$ cat config.mk
export PLATFORM = sky130hd
export DESIGN_NAME = sep_regs
export DESIGN_NICKNAME = d
export VERILOG_FILES = /design/src/rtl/scored_entry_pruner_core_defines.svh /design/src/rtl/sep_pkg.sv /design/src/rtl/sep_regs.sv
export SDC_FILE = /design/constraint.sdc
export NUM_CORES = 1
export LEC_CHECK = 0
export BUFFER_PORTS_ARGS = -buffer_cell sky130_fd_sc_hd__buf_2
export CELL_PAD_IN_SITES_DETAIL_PLACEMENT = 1
export CELL_PAD_IN_SITES_GLOBAL_PLACEMENT = 1
export CORE_ASPECT_RATIO = 0.9
export CORE_MARGIN = 2
export CORE_UTILIZATION = 33
export DETAILED_ROUTE_END_ITERATION = 8
export HOLD_SLACK_MARGIN = 0.03
export PLACE_DENSITY = 0.78
export SLEW_MARGIN = 20
export SYNTH_ARGS = -nofsm -noshare
export SYNTH_HDL_FRONTEND = slang
export SYNTH_SLANG_ARGS = --single-unit
$ cat constraint.sdc
create_clock -name i_clk -period 1.5 [get_ports i_clk]
set_clock_uncertainty 0.2 [all_clocks]
set_input_delay 0.225 -clock i_clk [delete_from_list [all_inputs] [get_ports i_clk]]
set_output_delay 0.225 -clock i_clk [all_outputs]
set_load 0.02 [all_outputs]
$ cat src/rtl/scored_entry_pruner_core_defines.svh
// ----------------------------------------------------------------------------
// scored_entry_pruner_core_defines.svh
// Assertion macros used by the pruner core RTL.
// ----------------------------------------------------------------------------
`ifndef SCORED_ENTRY_PRUNER_CORE_DEFINES_SVH
`define SCORED_ENTRY_PRUNER_CORE_DEFINES_SVH

// Same-cycle implication, disabled in reset.
`define SEP_ASSERT_NOW(lbl, ante, cons, msg) \
    lbl: assert property (@(posedge i_clk) disable iff (!i_rst_n) (ante) |-> (cons)) \
        else $error(msg);

// Next-cycle implication, disabled in reset.
`define SEP_ASSERT_NXT(lbl, ante, cons, msg) \
    lbl: assert property (@(posedge i_clk) disable iff (!i_rst_n) (ante) |=> (cons)) \
        else $error(msg);

`endif

$ cat src/rtl/sep_pkg.sv
// ----------------------------------------------------------------------------
// sep_pkg
// Types and constants of the scored entry pruner.
// ----------------------------------------------------------------------------
package sep_pkg;

    localparam int IDX_W   = 6;
    localparam int CNT_W   = 7;
    localparam int SCORE_W = 18;
    localparam int ADDR_W  = 5;

    // register indexes
    localparam logic [2:0] REG_MAX_KEPT    = 3'd0;
    localparam logic [2:0] REG_KEEP_STRUCT = 3'd1;
    localparam logic [2:0] REG_MIN_WEIGHT  = 3'd2;
    localparam logic [2:0] REG_MIN_QUALITY = 3'd3;
    localparam logic [2:0] REG_LONG_LIMIT  = 3'd4;

    // Q10.8 constants
    localparam logic signed [SCORE_W-1:0] BONUS_HI      = 18'sd77;
    localparam logic signed [SCORE_W-1:0] BONUS_MID     = 18'sd51;
    localparam logic signed [SCORE_W-1:0] BONUS_LO      = 18'sd26;
    localparam logic signed [SCORE_W-1:0] PEN_LONG      = 18'sd51;
    localparam logic signed [SCORE_W-1:0] PEN_EMPTY     = 18'sd256;

    typedef struct packed {
        logic [6:0]         max_kept;
        logic               keep_structural;
        logic signed [15:0] min_weight;
        logic signed [15:0] min_quality;
        logic [9:0]         long_action_limit;
    } t_cfg;

    typedef struct packed {
        logic                      valid;
        logic signed [SCORE_W-1:0] score;
        logic [IDX_W-1:0]          idx;
        logic                      strct;   // always kept
        logic                      pass;    // passes weight/quality/empty filters
    } t_cell;

    typedef struct packed {
        logic load;
        logic shift;
        logic clear;
    } t_cell_ctl;

    function automatic logic signed [SCORE_W-1:0] rel_bonus(input logic [2:0] rel);
        logic signed [SCORE_W-1:0] b;
        case (rel)
            3'd0, 3'd1: b = BONUS_HI;
            3'd2, 3'd3: b = BONUS_MID;
            3'd4:       b = BONUS_LO;
            default:    b = '0;
        endcase
        return b;
    endfunction

endpackage

$ cat src/rtl/sep_regs.sv
// ----------------------------------------------------------------------------
// sep_regs
// APB configuration registers of the pruner.
// ----------------------------------------------------------------------------
module sep_regs
    import sep_pkg::*;
(
    input  logic              i_clk,
    input  logic              i_rst_n,
    input  logic              psel,
    input  logic              penable,
    input  logic              pwrite,
    input  logic [ADDR_W-1:0] paddr,
    input  logic [31:0]       pwdata,
    output logic [31:0]       prdata,
    output logic              pready,
    output t_cfg              o_cfg
);
    t_cfg       r_cfg;
    logic [2:0] w_sel;

    assign w_sel  = paddr[4:2];
    assign pready = 1'b1;
    assign o_cfg  = r_cfg;

    always_ff @(posedge i_clk) begin
        if (!i_rst_n) begin
            r_cfg.max_kept          <= 7'd32;
            r_cfg.keep_structural   <= 1'b1;
            r_cfg.min_weight        <= '0;
            r_cfg.min_quality       <= '0;
            r_cfg.long_action_limit <= 10'd22;
        end else if (psel && penable && pwrite) begin
            case (w_sel)
                REG_MAX_KEPT:    r_cfg.max_kept          <= pwdata[6:0];
                REG_KEEP_STRUCT: r_cfg.keep_structural   <= pwdata[0];
                REG_MIN_WEIGHT:  r_cfg.min_weight        <= pwdata[15:0];
                REG_MIN_QUALITY: r_cfg.min_quality       <= pwdata[15:0];
                REG_LONG_LIMIT:  r_cfg.long_action_limit <= pwdata[9:0];
                default: ;
            endcase
        end
    end

    always_comb begin
        case (w_sel)
            REG_MAX_KEPT:    prdata = {25'd0, r_cfg.max_kept};
            REG_KEEP_STRUCT: prdata = {31'd0, r_cfg.keep_structural};
            REG_MIN_WEIGHT:  prdata = {16'd0, r_cfg.min_weight};
            REG_MIN_QUALITY: prdata = {16'd0, r_cfg.min_quality};
            REG_LONG_LIMIT:  prdata = {22'd0, r_cfg.long_action_limit};
            default:         prdata = '0;
        endcase
    end
endmodule

# Yosys cells after proc, flatten, opt, wreduce, memory -nomap -nowiden
# Index checks and enable logic that the tools add are counted.
# Widths: inputs -> output; s select.
dict set report word_totals {
  ff_bits 50
  out_inout_bits 83
  input_bits 42
  elab_cells 18
}
dict set report op_classes {
  n_reduce_logical 8
  mux 1
  eq_ne 4
}
# operator n
set ops {}
lappend ops {{$pmux 16 s5} 1}
lappend ops {{$reduce_and 2->1} 5}
lappend ops {{$eq 3x2->1 const B} 2}
lappend ops {{$eq 3x1->1 const B} 1}
lappend ops {{$eq 3x3->1 const B} 1}
lappend ops {{$logic_not 3->1} 1}
lappend ops {{$logic_and 1x1->1} 2}

# Logic depth before layout (Yosys ltp)
dict set report logic_depth {
  depth_word 3
  ltp_mapped 5
  mapped_depth_nobuf 3
}

# Least setup slack after synthesis
# Ideal clock, no wire load.
dict set report synth_path {
  path_type {in2out}
  start {in paddr[2]}
  end {out prdata[7]}
  setup_slack_ns -0.085
  t_arrival_ns 1.160
  path_buffers 2
  stages 4
  required_time_ns 1.075
  path_cell_list {buf_6 > buf_2 > mux2i_1 > o21ai_0}
}
dict set report synth_between {
  elab_chain_len 2
}
# item line_no
set synth_lines {}
lappend synth_lines {{from (decl)} sep_regs.sv:13} ;# input logic [ADDR_W-1:0] paddr,
lappend synth_lines {{$eq 3x3->1, or another cell as far along} sep_regs.sv:46} ;# case (w_sel)
lappend synth_lines {{$pmux 16 s5 (*)} sep_regs.sv:46}
lappend synth_lines {{to (decl)} sep_regs.sv:15} ;# output logic [31:0] prdata,
# Mark *: on every way between the ends. The rest lies on a longest branch, timed or not.

# Worst setup path after layout
dict set report layout_path {
  start {reg r_cfg (netlist bit o_cfg[42])}
  end {out prdata[0]}
}
dict set report layout_between {
  elab_chain_len 1
}
# item line_no
set layout_lines {}
lappend layout_lines {{from (decl)} sep_regs.sv:19} ;# t_cfg r_cfg;
lappend layout_lines {{$pmux 16 s5} sep_regs.sv:46}
# Every way passes these cells.

==> impl_results.md <==
* Outcome: complete, but fails checks
* Failing checks: setup timing
* Sequential Area at 1030 sq um
* Hold Startpoint: pwdata[0]
* Net count, final at 428
* Clock latency on the worst-skew pair at 0.29 ns
* Post-layout util at 0.472
* Area grow syn2layout at 40.6%
* Crit path kind: flip-flop to output port
* Syn. warnings at 0
* I/O Buffers at 89
* Clock sinks at 50
* Fin crit share at 1.05
* Post-DP Area at 3130 sq um
* Pleak at 1.61 nW
* Syn avg cell area at 9.21 sq um
* Post-synth EDFFs at 0
* Area leader, netlist: dfxtp_1
* Worst hold endpoint: o_cfg[42]$_SDFFE_PN1P_
* Worst-path cell with the longest stage delay: dfxtp_2
* Leading cell type in the layout, fill and taps excluded: buf_2
* Initial antenna violation count at 0
* Top cell type's share of synthesized area at 0.401
* Cell Area, Synth at 2500 sq um
* Largest register FFs at 50
* Max-slew violation count at 0
* RSZ-0062 raised after global routing: true
* Die height at 86.5 um
* Avg WL per Cell at 15.5 um
* Fillers at 904
* Max Fclk at 0.636 GHz
* Drc violations at 0
* Max incr delay on CP at 0.33 ns
* Post-DP HPWL at 5380 um
* Distinct cells, synth at 28
* Worst Reg2Reg Path Length in Cells at 3
* Crit path cell chain: mux2i_1, o22ai_1, o21a_1, buf_6
* Max VDD drop at 0.000376 V
* Vias per cell at 4.73
* Root Buffer: clkbuf_8
* Core ar. at 7430 sq um
* Setup slack, reg-to-reg at 0.53 ns
* Post-placement cell count at 457
* Post-synth ARST share at 0
* Worst-case clock buffer depth at 2
* PD cells at 757 nW/um^2
* Arrival time of the worst setup path at 1.15 ns
* IO Count at 125
* Top_reg_cell synth: dfxtp_1
* Tot GR Track Use at 0.178
* Hold depth at 3
* Mapped Cells at 271
* Vias in the first global route at 2252
* Worst-path clk slew at 0.09 ns
* Layout cells sized above 1 at 0.420
* CTS buffer count at 5
* Routed WL at 7490 um
* Seq cells post-synth at 50
* Final ANT Viol Nets at 0
* Final min period at 1.57 ns
* Pin count of the biggest net entering global routing at 70
* CP required at 1.07 ns
* Critical Path Fanout Max at 2
* CTS tree: done
* Fin. Hold Viols at 0
* Drt first-iter violations at 41
* Die width at 95.7 um
* Wire length of the first global-routing pass at 11300 um
* Reg2reg start: o_cfg[42]$_SDFFE_PN1P_
* Die Area at 8280 sq um
* Dpl ws at -0.186 ns
* Post-synthesis sequential area ratio at 0.401
* Multi-input gate area at 1330 sq um
* Antenna diodes at 0
* Synth area leaders: dfxtp_1 40%, mux2i_1 26%, nand2_1 11%, buf_4 5.7%, o211ai_1 2.1%
* H-Tree Depth at 2
* R2r endpoint: o_cfg[42]$_SDFFE_PN1P_
* Crit start category: flip-flop
* Critical Path Sink Type: output port
* Non-filler cells, final at 482
* Initial Util at 0.336
* Most frequent cells in the layout: 75 x buf_2, 71 x nand2_1, 64 x mux2i_1, 33 x buf_4, 26 x dfxtp_2
* Post-route cell area at 3510 sq um
* Routability Congestion at 0.767
* Via Count at 2281
* Setup violation total in the final timing report at 5
* TritonRoute pass-1 iters at 4
* Grt total ovfl at 0
* Cell Rows at 30
* Setup TNS at -0.188 ns
* Hold crit path type: input pin to flip-flop
* Setup WS post-layout at -0.0728 ns
* Max-cap violations at 0
through the flow:
| step | hold WS [ns] | total power [mW] |
|---|---|---|
| 3_5_place_dp | 0.266 | 1.69 |
| 6_report | 0.0400 | 2.66 |
| 4_1_cts | 0.0328 | 2.68 |
| 5_1_grt | 0.0384 | 2.77 |
| 2_1_floorplan | 0.190 | 1.60 |
| 3_3_place_gp | 0.256 | 1.68 |
synth_stat cells, types with 2 or more instances:
master and count:
o211ai_1 7, nor2b_1 6, or2_2 2, buf_6 4, buf_4 19, mux2i_1 65, inv_1 2, buf_2 3
nor2_1 6, clkbuf_1 9, dfxtp_1 50, nand2_1 71, nand3b_1 6, conb_1 2, o21ai_0 6
area by class of cell:
class                      instances  share of cell area
clock buffer                       6              0.0235
clock inverter                     1             0.00856
inverter                           2             0.00214
multi-input combinational        198               0.378
sequential                        50               0.294
tap                               96              0.0342
timing repair buffer             129               0.260
what timing repair did:
| action | 4_1_cts | 5_1_grt |
|---|---|---|
| setup buffers | 2 | 6 |
| endpoints found under the hold margin | 15 | 0 |
| setup endpoints to repair | 16 | 15 |
| hold buffers | 10 | 0 |
| gates cloned | 0 | 0 |
| pin swaps | 3 | 8 |
| gates resized for setup | 27 | 24 |
layer usage:
layer,share of wire,wire length (um),GRT usage,vias to the layer above
li1,-,-,-,1094
met1,0.43,3190,0.220,1117
met2,0.52,3870,0.316,63
met3,0.044,331,0.0296,7
met4,0.013,97,0.0494,0
met5,0,0,0,-
worst max-delay path, delay by kind of cell (launching register included):
family / cells / cell delay (ns)
buffers and inverters: 1 / 0.13
multiplexers: 1 / 0.12
AO/OA/AOI/OAI: 2 / 0.27
flip-flops: 1 / 0.33
cell families after synthesis:
group,count (synthesis),share of synthesized area
simple gates,100,0.194
other cells,2,0.00301
compound gates,16,0.0421
buf+inv,38,0.0992
flops,50,0.401
mux,65,0.261
worst max-delay path by stage:
stage                            from   endpoint  slack, ns  cells after the start
6_report       o_cfg[42]$_SDFFE_PN1P_  prdata[0]      -0.07                      4
5_1_grt        o_cfg[30]$_SDFFE_PN0P_  prdata[4]      -0.13                      3
4_1_cts        o_cfg[42]$_SDFFE_PN1P_  prdata[0]       -0.1                      4
3_5_place_dp                 paddr[2]  prdata[2]      -0.19                      5
3_3_place_gp                 paddr[2]  prdata[6]      -0.13                      5
2_1_floorplan                paddr[4]  prdata[7]       0.01                      4
where the power goes:
| part | internal [mW] | switching (mW) | leakage, nW | total (mW) |
|---|---|---|---|---|
| registers | 1.34 | 0.00774 | 0.415 | 1.34 |
| logic | 0.150 | 0.205 | 1.13 | 0.355 |
| clock network | 0.534 | 0.424 | 0.0573 | 0.958 |
| total | 2.02 | 0.637 | 1.61 | 2.66 |
(Power assumes the default switching activity.)
