**src/rtl/scored_entry_pruner_core_defines.svh**
```systemverilog
// ----------------------------------------------------------------------------
// scored_entry_pruner_core_defines.svh
// Assertion macros used by the pruner core RTL.
// ----------------------------------------------------------------------------
`ifndef SCORED_ENTRY_PRUNER_CORE_DEFINES_SVH
`define SCORED_ENTRY_PRUNER_CORE_DEFINES_SVH

// Same-cycle implication, disabled in reset.
`define SEP_ASSERT_NOW(lbl, ante, cons, msg) \
    lbl: assert property (@(posedge i_clk) disable iff (!i_rst_n) (ante) |-> (cons)) \
        else $error(msg);

// Next-cycle implication, disabled in reset.
`define SEP_ASSERT_NXT(lbl, ante, cons, msg) \
    lbl: assert property (@(posedge i_clk) disable iff (!i_rst_n) (ante) |=> (cons)) \
        else $error(msg);

`endif

```
**src/rtl/sep_pkg.sv**
```systemverilog
// ----------------------------------------------------------------------------
// sep_pkg
// Types and constants of the scored entry pruner.
// ----------------------------------------------------------------------------
package sep_pkg;

    localparam int IDX_W   = 6;
    localparam int CNT_W   = 7;
    localparam int SCORE_W = 18;
    localparam int ADDR_W  = 5;

    // register indexes
    localparam logic [2:0] REG_MAX_KEPT    = 3'd0;
    localparam logic [2:0] REG_KEEP_STRUCT = 3'd1;
    localparam logic [2:0] REG_MIN_WEIGHT  = 3'd2;
    localparam logic [2:0] REG_MIN_QUALITY = 3'd3;
    localparam logic [2:0] REG_LONG_LIMIT  = 3'd4;

    // Q10.8 constants
    localparam logic signed [SCORE_W-1:0] BONUS_HI      = 18'sd77;
    localparam logic signed [SCORE_W-1:0] BONUS_MID     = 18'sd51;
    localparam logic signed [SCORE_W-1:0] BONUS_LO      = 18'sd26;
    localparam logic signed [SCORE_W-1:0] PEN_LONG      = 18'sd51;
    localparam logic signed [SCORE_W-1:0] PEN_EMPTY     = 18'sd256;

    typedef struct packed {
        logic [6:0]         max_kept;
        logic               keep_structural;
        logic signed [15:0] min_weight;
        logic signed [15:0] min_quality;
        logic [9:0]         long_action_limit;
    } t_cfg;

    typedef struct packed {
        logic                      valid;
        logic signed [SCORE_W-1:0] score;
        logic [IDX_W-1:0]          idx;
        logic                      strct;   // always kept
        logic                      pass;    // passes weight/quality/empty filters
    } t_cell;

    typedef struct packed {
        logic load;
        logic shift;
        logic clear;
    } t_cell_ctl;

    function automatic logic signed [SCORE_W-1:0] rel_bonus(input logic [2:0] rel);
        logic signed [SCORE_W-1:0] b;
        case (rel)
            3'd0, 3'd1: b = BONUS_HI;
            3'd2, 3'd3: b = BONUS_MID;
            3'd4:       b = BONUS_LO;
            default:    b = '0;
        endcase
        return b;
    endfunction

endpackage

```
**src/rtl/sep_cell.sv**
```systemverilog
// ----------------------------------------------------------------------------
// sep_cell
// One slot of the sorted chain: insert on load, shift toward head on walk.
// ----------------------------------------------------------------------------
module sep_cell
    import sep_pkg::*;
(
    input  logic      i_clk,
    input  logic      i_rst_n,
    input  t_cell_ctl i_ctl,
    input  t_cell     i_new,
    input  t_cell     i_prev,
    input  logic      i_prev_stay,
    input  t_cell     i_next,
    output t_cell     o_cell,
    output logic      o_stay
);
    t_cell r_c;
    t_cell n_c;

    // equal scores stay ahead, so earlier entries win ties
    assign o_stay = r_c.valid && ($signed(r_c.score) >= $signed(i_new.score));
    assign o_cell = r_c;

    always_comb begin
        n_c = r_c;
        if (i_ctl.clear) begin
            n_c.valid = 1'b0;
        end else if (i_ctl.load) begin
            if (!o_stay) n_c = i_prev_stay ? i_new : i_prev;
        end else if (i_ctl.shift) begin
            n_c = i_next;
        end
    end

    always_ff @(posedge i_clk) begin
        if (!i_rst_n) begin
            r_c.valid <= 1'b0;
        end else begin
            r_c.valid <= n_c.valid;
        end
        r_c.score <= n_c.score;
        r_c.idx   <= n_c.idx;
        r_c.strct <= n_c.strct;
        r_c.pass  <= n_c.pass;
    end
endmodule

```
**config.mk**
```make
export PLATFORM = sky130hd
export DESIGN_NAME = sep_cell
export DESIGN_NICKNAME = d
export VERILOG_FILES = /design/src/rtl/scored_entry_pruner_core_defines.svh /design/src/rtl/sep_pkg.sv /design/src/rtl/sep_cell.sv
export SDC_FILE = /design/constraint.sdc
export NUM_CORES = 1
export LEC_CHECK = 0
export BUFFER_PORTS_ARGS = -buffer_cell sky130_fd_sc_hd__buf_4
export CAP_MARGIN = 20
export CORE_UTILIZATION = 44
export CTS_BUF_LIST = sky130_fd_sc_hd__clkbuf_2
export CTS_CLUSTER_SIZE = 8
export DETAILED_ROUTE_END_ITERATION = 10
export GPL_ROUTABILITY_DRIVEN = 0
export PLACE_DENSITY = 0.88
export SYNTH_ARGS = -nofsm -noshare
export SYNTH_HDL_FRONTEND = slang
export SYNTH_SLANG_ARGS = --single-unit
export TNS_END_PERCENT = 100
```
**constraint.sdc**
```tcl
create_clock -name i_clk -period 3.5 [get_ports i_clk]
set_input_delay 0.175 -clock i_clk [delete_from_list [all_inputs] [get_ports i_clk]]
set_output_delay 0.175 -clock i_clk [all_outputs]
set_load 0.05 [all_outputs]
```
# == Word level (Yosys, flattened, before mapping) ==
# Cells that the tools add are included.
# Widths: inputs -> output; s select.
# totals
elab_cells,18
reg_bits,27
input_bits,87
# op_classes
n_reduce_logical,5
mux,4
bitwise,2
magnitude_cmp,1
n_eq_ne,1
# op_table
cell,count
$mux 27,4
$ge 18x18->1,1
$reduce_and 3->1,1
$ne 2x2->1 const B,1
$not 1->1,2
$reduce_and 2->1,1
$reduce_bool 2->1,1
$reduce_or 2->1,1
$logic_and 1x1->1,1

# == Logic depth before layout (Yosys ltp) ==
# Gate-level depths: netlist (run 1).
# logic_depth
ltp_word,4
ltp_mapped,8

# == Worst setup path after synthesis (run 1) ==
# OpenSTA, ideal clock, no wires.
# synth_timing
path_type,flip-flop to flip-flop
start,"register r_c, in the netlist o_cell[9]"
end,"register r_c, in the netlist o_cell[0] (enable)"
t_arrival_ps,3207
slack_ps,-114
path_buffers,0
path_stages_with_launch,7
period_less_slack_ps,3614
required_time_ps,3093
setup_ps,407
cell_sequence,edfxtp_1 -> ha_1 -> a21o_1 -> a21o_1 -> o31a_1 -> o311a_4 -> a211oi_2
# synth_via
elab_chain_cells,4
# synth_lines
item,line_no,source
start: declaration,sep_cell.sv:18,t_cell r_c;
$ge 18x18->1,sep_cell.sv:22,assign o_stay = r_c.valid && ($signed(r_c.score) >= $signed(i_new.score));
$logic_and 1x1->1,sep_cell.sv:22,
via o_stay,sep_cell.sv:16,output logic o_stay
$ne 2x2->1 (no line),n/a,
$reduce_and 3->1 (no line),n/a,
# The timed path passes the listed nets, and every way through them passes these cells.
# A chain may end at the register's enable or synchronous reset.

# == Worst setup path in the final report (run 1) ==
# layout_timing
start,"register r_c, in the netlist o_cell[15]"
end,"register r_c, in the netlist o_cell[11] (enable)"
# layout_via
elab_chain_cells,4
# layout_lines
item,line_no
$ge 18x18->1,sep_cell.sv:22
$logic_and 1x1->1,sep_cell.sv:22
$ne 2x2->1 (no line),n/a
$reduce_and 3->1 (no line),n/a
# No other way between the ends.

==> impl_metrics.toml, run 1 <==
[status]
status = "finished clean"

[sta]
setup_tns_ps = 0
final.period_utilization = 0.7424
rsz0062_at_grt = "no"
whs_ps = 50.96
maxSlewHeadroom = 0.6418
tightest_slew_ps = 537.3
skew_ps = 7.159
layout_setup_ws_ps = 901.6
period_minus_slack_ps = 2598
finalSetupViolations = 0
max_freq_mhz = 384.9
finalMaxSlewViolations = 0
final_hold_viol_count = 0

[global_route]
grt_pass1_wl_mm = 7.265
overflow = 0
grt_max_degree = 57
grt_pass1_vias = 1759
use_met2 = 0.4100
grt_util_met3 = 0.03253
busiest_layer = "met2"
grt_antenna_before_repair = 0
grtUsageMet1 = 0.2372
grt_usage = 0.2175

[die]
die-area_um2 = 4492
die_h_um = 67.03
die_w_um = 67.03
io_pins = 115
start_util = 0.4618
core_region_area_um2 = 4029
rows = 23

[clock_tree]
clk_pin_slew_ps = 260
ctsResizeCount = 0
numCtsBuffers = 3
clock_latency_ps = 370
htreeDepth = 1
cts_tree = "done"
cts_hold_buf = 0
clockRootBuffer = "clkbuf_2"
clock_sinks = 27
post_cts_buffers = 0
cts.path.max_buffers = 2

[placement]
place_area_um2 = 2764
portBuffers = 114
dp.final_hpwl_mm = 3.744
pre_cts_slack_ps = 912.7

[logic_synthesis]
ys_seq_elements = 27
synth_area_um2 = 1861
synthDistinctLibCells = 24
synth_warnings = 0
synthCells = 188
synthesis.nets = 293
ys_seq_area_frac = 0.4304
postSynthAreaPerCell_um2 = 9.896

[route]
wire_per_inst_um = 13.46
route.detailed.drc = 0
drt_wl_total_mm = 4.697
vias = 1745
postRouteAntennaNets = 0
drtIter0Drc = 57
viasPerCell = 5.000
dr.pass1.iters = 5

[setup_path]
crit_required_ps = 3600
crit_path_start_kind = "register"
critPathMaxFanout = 17
end_kind = "register"
criticalPathCategory = "reg -> reg"
arrival_ps = 2700

[layout]
num_antenna_cells = 0
largest_register_ffs = 27
fin_nets = 405
syn_to_final_growth_pct = 49.63
finalInstanceArea_um2 = 2784
num-fill-cells = 324
drive_gt1_frac = 0.4080
layout_commonest_cell = "buf_4"
final_cell_mix = "buf_4, nor2_1, a21oi_1"

[power]
power.total_uw = 839.4
ir_worst_vdd_mv = 0.1925
power_density_nw_per_um2 = 301.5
p_leak_uw = 0.001391

[hold_path]
worstHoldPathType = "in -> reg"

[job]
maxCapViolCount = 0
[worst paths after layout]
path | from | end | slack [ps] | cells after the start
worst min register to register | o_cell[26] | o_cell[26] | 740 | 2
worst min-delay path | i_ctl[0] | o_cell[26] | 50 | 3
worst max-delay path | o_cell[15] | o_cell[11] | 900 | 7
worst max register to register | o_cell[15] | o_cell[11] | 900 | 7
[cell type report]
cell class	count	area, µm²	share of cell area
inverters	20	75.07	0.02697
flip-flops and latches	27	800.8	0.2876
well taps	50	62.56	0.02247
clock buffers	4	20.02	0.007191
multi-input cells	132	954.7	0.3429
repair buffers	116	870.8	0.3128
[Yosys cell counts]
cell type / number / area (µm²)
buf_1: 1 / 3.750
dfxtp_1: 1 / 20.02
clkbuf_1: 5 / 18.77
mux2i_1: 27 / 270.3
ha_1: 18 / 225.2
o2111ai_1: 1 / 8.760
nor3_1: 1 / 5.000
o31a_1: 1 / 8.760
a21o_1: 3 / 22.52
a21oi_1: 30 / 150.1
o311a_4: 1 / 21.27
inv_1: 20 / 75.07
nor2_1: 30 / 112.6
nor2b_1: 1 / 6.260
a211oi_1: 2 / 15.01
nand3_1: 2 / 10.01
o21ai_0: 4 / 20.02
o221a_1: 1 / 11.26
edfxtp_1: 26 / 780.8
nand4_1: 4 / 25.02
a211oi_2: 1 / 12.51
or2b_1: 1 / 7.510
nand2_1: 4 / 15.01
buf_2: 3 / 15.01
[routing by layer]
| layer | vias to the layer above | wire [µm] |
|---|---|---|
| met5 | - | 0 |
| met4 | 0 | 100 |
| met3 | 9 | 270 |
| met2 | 65 | 2462 |
| met1 | 767 | 1863 |
| li1 | 904 | - |
[cells by family (layout without fill, tap and decap cells)]
logic type      count (synthesis)  after routing  synth area share
simple gates                   43             43           0.09751
mux                            27             27            0.1453
compound gates                 44             44            0.1453
flops                          27             27            0.4304
fa+ha+maj                      18             18            0.1211
buf+inv                        29            140           0.06052
[critical path, cell delays in order (launching register included)]
cell	delay, ps
edfxtp_1	460
ha_1	300
a211oi_1	260
nor2_1	80
o31a_1	300
o311a_4	380
a211oi_4	250
buf_4	290
[report_power, final]
part	switching [µW]	internal (µW)	total [µW]
combinational	176	142	317
clock	97.2	30.1	127
sequential	10.7	384	395
total	284	556	839
[through the flow]
step / utilization / std cells
2_1_floorplan: - / 188
3_3_place_gp: 0.6860 / 345
3_5_place_dp: 0.6860 / 345
4_1_cts: 0.6910 / 349
5_1_grt: 0.6910 / 349
6_report: 0.6910 / 349
Power figures use the tool's default switching activity.
==> inputs of run 2 (changes only) <==
--- a/config.mk
+++ b/config.mk
@@ -5,14 +5,15 @@
 export SDC_FILE = /design/constraint.sdc
 export NUM_CORES = 1
 export LEC_CHECK = 0
+export ABC_AREA = 1
 export BUFFER_PORTS_ARGS = -buffer_cell sky130_fd_sc_hd__buf_4
 export CAP_MARGIN = 20
-export CORE_UTILIZATION = 44
+export CORE_UTILIZATION = 41
 export CTS_BUF_LIST = sky130_fd_sc_hd__clkbuf_2
 export CTS_CLUSTER_SIZE = 8
 export DETAILED_ROUTE_END_ITERATION = 10
 export GPL_ROUTABILITY_DRIVEN = 0
-export PLACE_DENSITY = 0.88
+export PLACE_DENSITY = 0.85
 export SYNTH_ARGS = -nofsm -noshare
 export SYNTH_HDL_FRONTEND = slang
 export SYNTH_SLANG_ARGS = --single-unit
==> constraint.sdc (replaced) <==
create_clock -name i_clk -period 2.3 [get_ports i_clk]
set_input_delay 0.115 -clock i_clk [delete_from_list [all_inputs] [get_ports i_clk]]
set_output_delay 0.115 -clock i_clk [all_outputs]
set_load 0.05 [all_outputs]
==> run 2 against run 1 <==
- highest routed layer unchanged
- power rose by 66%
- combinational power rose by 87%
- clock skew rose by 23 ps
- sequential share of layout area fell by 4.1 points
- non-clock buffer count rose by 25
- clock power rose by 54%
- cell area rose by 17%
- final cell count rose by 26%
- the flow now finishes with violations (design-rule violations)
- global-route usage rose by 3.0 points
- sequential cell count did not move
- via count rose by 31%
==> impl_metrics.toml, run 2 <==
[power]
ir_worst_vdd_mv = 0.2798
power_density_nw_per_um2 = 428.5
p_leak_uw = 0.001576

[clock_tree]
clock_sinks = 27
clk_pin_slew_ps = 300
htreeDepth = 1
clock_latency_ps = 380
cts.path.max_buffers = 2
cts_tree = "done"
numCtsBuffers = 3
clockRootBuffer = "clkbuf_2"

[setup_path]
r2r-start = "o_cell[15]"
cp_cell_sequence = "ha_1, nand2_1, a21oi_2, nor2_1, nand2_1, nand2_1, nand2_1, nand2_1, nand3_2, nand3_2, nand2_2, nor2_4, clkbuf_16"
cpMostUsedCell = "nand2_1"
reg2reg_to = "o_cell[21]"
crit_start = "o_cell[15]"
crit_slowest_cell = "edfxtp_1"
worstSetupEndpoint = "o_cell[21]"
max_stage_delay_ps = 470
criticalPathCategory = "reg -> reg"
crit_required_ps = 2420
reg2reg_depth = 13
critPathMaxFanout = 5
regToRegSetupSlack_ps = 60
crit_path_start_kind = "register"
arrival_ps = 2360
end_kind = "register"

[logic_synthesis]
ys_top_cells_by_count = "nand2_1, o21ai_0, nor2_1"
synthTopCellsByArea = "edfxtp_1, o21ai_0, ha_1"
synthArstFlopShare = 0
synth_top_area_share = 0.4028
yosysTopAreaCell = "edfxtp_1"
ys_seq_elements = 27
ys.flop_type = "edfxtp_1"
synth_edf_count = 26
synthDistinctLibCells = 23
postSynthAreaPerCell_um2 = 7.630
synth_area_um2 = 1938
synth_warnings = 0
ys_seq_area_frac = 0.4132
synthesis.nets = 359
synth.most_common_cell = "nand2_1"
synthCells = 254

[sta]
skew_ps = 30.29
layout_setup_ws_ps = 61.26
finalSetupViolations = 0
max_freq_mhz = 446.7
final.period_utilization = 0.9734
maxSlewHeadroom = 0.7809
final_hold_viol_count = 0
tightest_slew_ps = 326.6
finalMaxSlewViolations = 0
period_minus_slack_ps = 2239
rsz0062_at_grt = "yes"

[die]
die_w_um = 70.76
start_util = 0.4361
rows = 24
io_pins = 115
die_h_um = 70.76
core_region_area_um2 = 4444
die-area_um2 = 5006

[global_route]
grt_max_degree = 32
overflow = 0
grt_pass1_vias = 2134
grt_pass1_wl_mm = 9.791
grt_usage = 0.2474
grt_antenna_before_repair = 0

[job]
maxCapViolCount = 0

[layout]
largest_register_ffs = 27
num_antenna_cells = 0
final_cell_mix = "buf_4, nand2_1, o21ai_0"
drive_gt1_frac = 0.3933
seqCellArea_um2 = 800.8
layout.cells.non_filler = 441
multi_input_area_um2 = 1087
syn_to_final_growth_pct = 67.79
num-fill-cells = 324
fin_nets = 495
layout_commonest_cell = "buf_4"

[route]
dr.pass1.iters = 7
drt_wl_total_mm = 6.649
postRouteAntennaNets = 0
route.detailed.drc = 6
viasPerCell = 5.179
vias = 2284
wire_per_inst_um = 15.08
drtIter0Drc = 165

[hold_path]
worstHoldPathType = "in -> reg"

[placement]
placed_cells = 414
pre_cts_slack_ps = 72.48
dp.final_hpwl_mm = 4.539
portBuffers = 114

[status]
status = "finished, violations left"
failed_checks = "design-rule violations"
run 2: logic make-up after synthesis:
| family | count (synthesis) | share of synthesized area |
|---|---|---|
| buffers and inverters | 44 | 0.08973 |
| AO/OA/AOI/OAI | 59 | 0.1556 |
| AND/OR/NAND/NOR | 106 | 0.2253 |
| adder cells (fa/ha/maj) | 18 | 0.1162 |
| flip-flops | 27 | 0.4132 |
run 2: repair_timing:
item	4_1_cts	5_1_grt
hold buffers	18	0
endpoints found under the hold margin	18	0
gates resized for setup	0	21
setup buffers	0	4
setup endpoints to repair	0	27
run 2: power breakdown:
part	total (µW)	internal (µW)	switching, µW
clock	195	40.3	155
combinational	592	262	329
sequential	607	586	21.1
run 2: worst min path at each step:
| stage | endpoint | startpoint | cells after the start |
|---|---|---|---|
| 2_1_floorplan | o_cell[26] | i_ctl[0] | 3 |
| 3_3_place_gp | o_cell[26] | i_ctl[0] | 4 |
| 3_5_place_dp | o_cell[7] | i_next[7] | 3 |
| 4_1_cts | o_cell[23] | i_next[23] | 3 |
| 5_1_grt | o_cell[19] | i_next[19] | 3 |
| 6_report | o_cell[23] | i_next[23] | 3 |
run 2: area by class of cell:
type	count	area share
clock inverter	1	0.002309
tap	52	0.02001
clock buffer	3	0.004617
timing repair buffer	141	0.3532
inverter	34	0.03925
sequential	27	0.2462
multi-input combinational	183	0.3344
run 2: worst max-delay path: cells and delay by family (launching register included):
family	cells	cell delay, ps
adders and majority gates	1	340
DFF	1	470
and+or+nand+nor	10	920
buffers and inverters	1	190
AOI/OAI and AO/OA	1	60
run 2: layer usage:
metal | wire length [µm] | GRT usage | vias to the layer above
li1 | - | - | 1104
met1 | 2518 | 0.3028 | 1045
met2 | 3503 | 0.4423 | 119
met3 | 426 | 0.02422 | 16
met4 | 200 | 0.1089 | 0
met5 | 0 | 0 | -
run 2: through the flow:
| step | utilization | total power (µW) | hold slack, ps | cell area (µm²) | setup TNS, ps |
|---|---|---|---|---|---|
| floorplan | - | 901.5 | 267.2 | 1963 | -6513 |
| global placement | 0.6481 | 1115 | 396.5 | 2880 | 0 |
| detailed placement | 0.6481 | 1129 | 400.2 | 2880 | 0 |
| CTS | 0.6937 | 1344 | 12.12 | 3083 | 0 |
| global route | 0.7317 | 1457 | 7.767 | 3252 | -2006 |
| finish | 0.7317 | 1394 | 33.26 | 3252 | 0 |
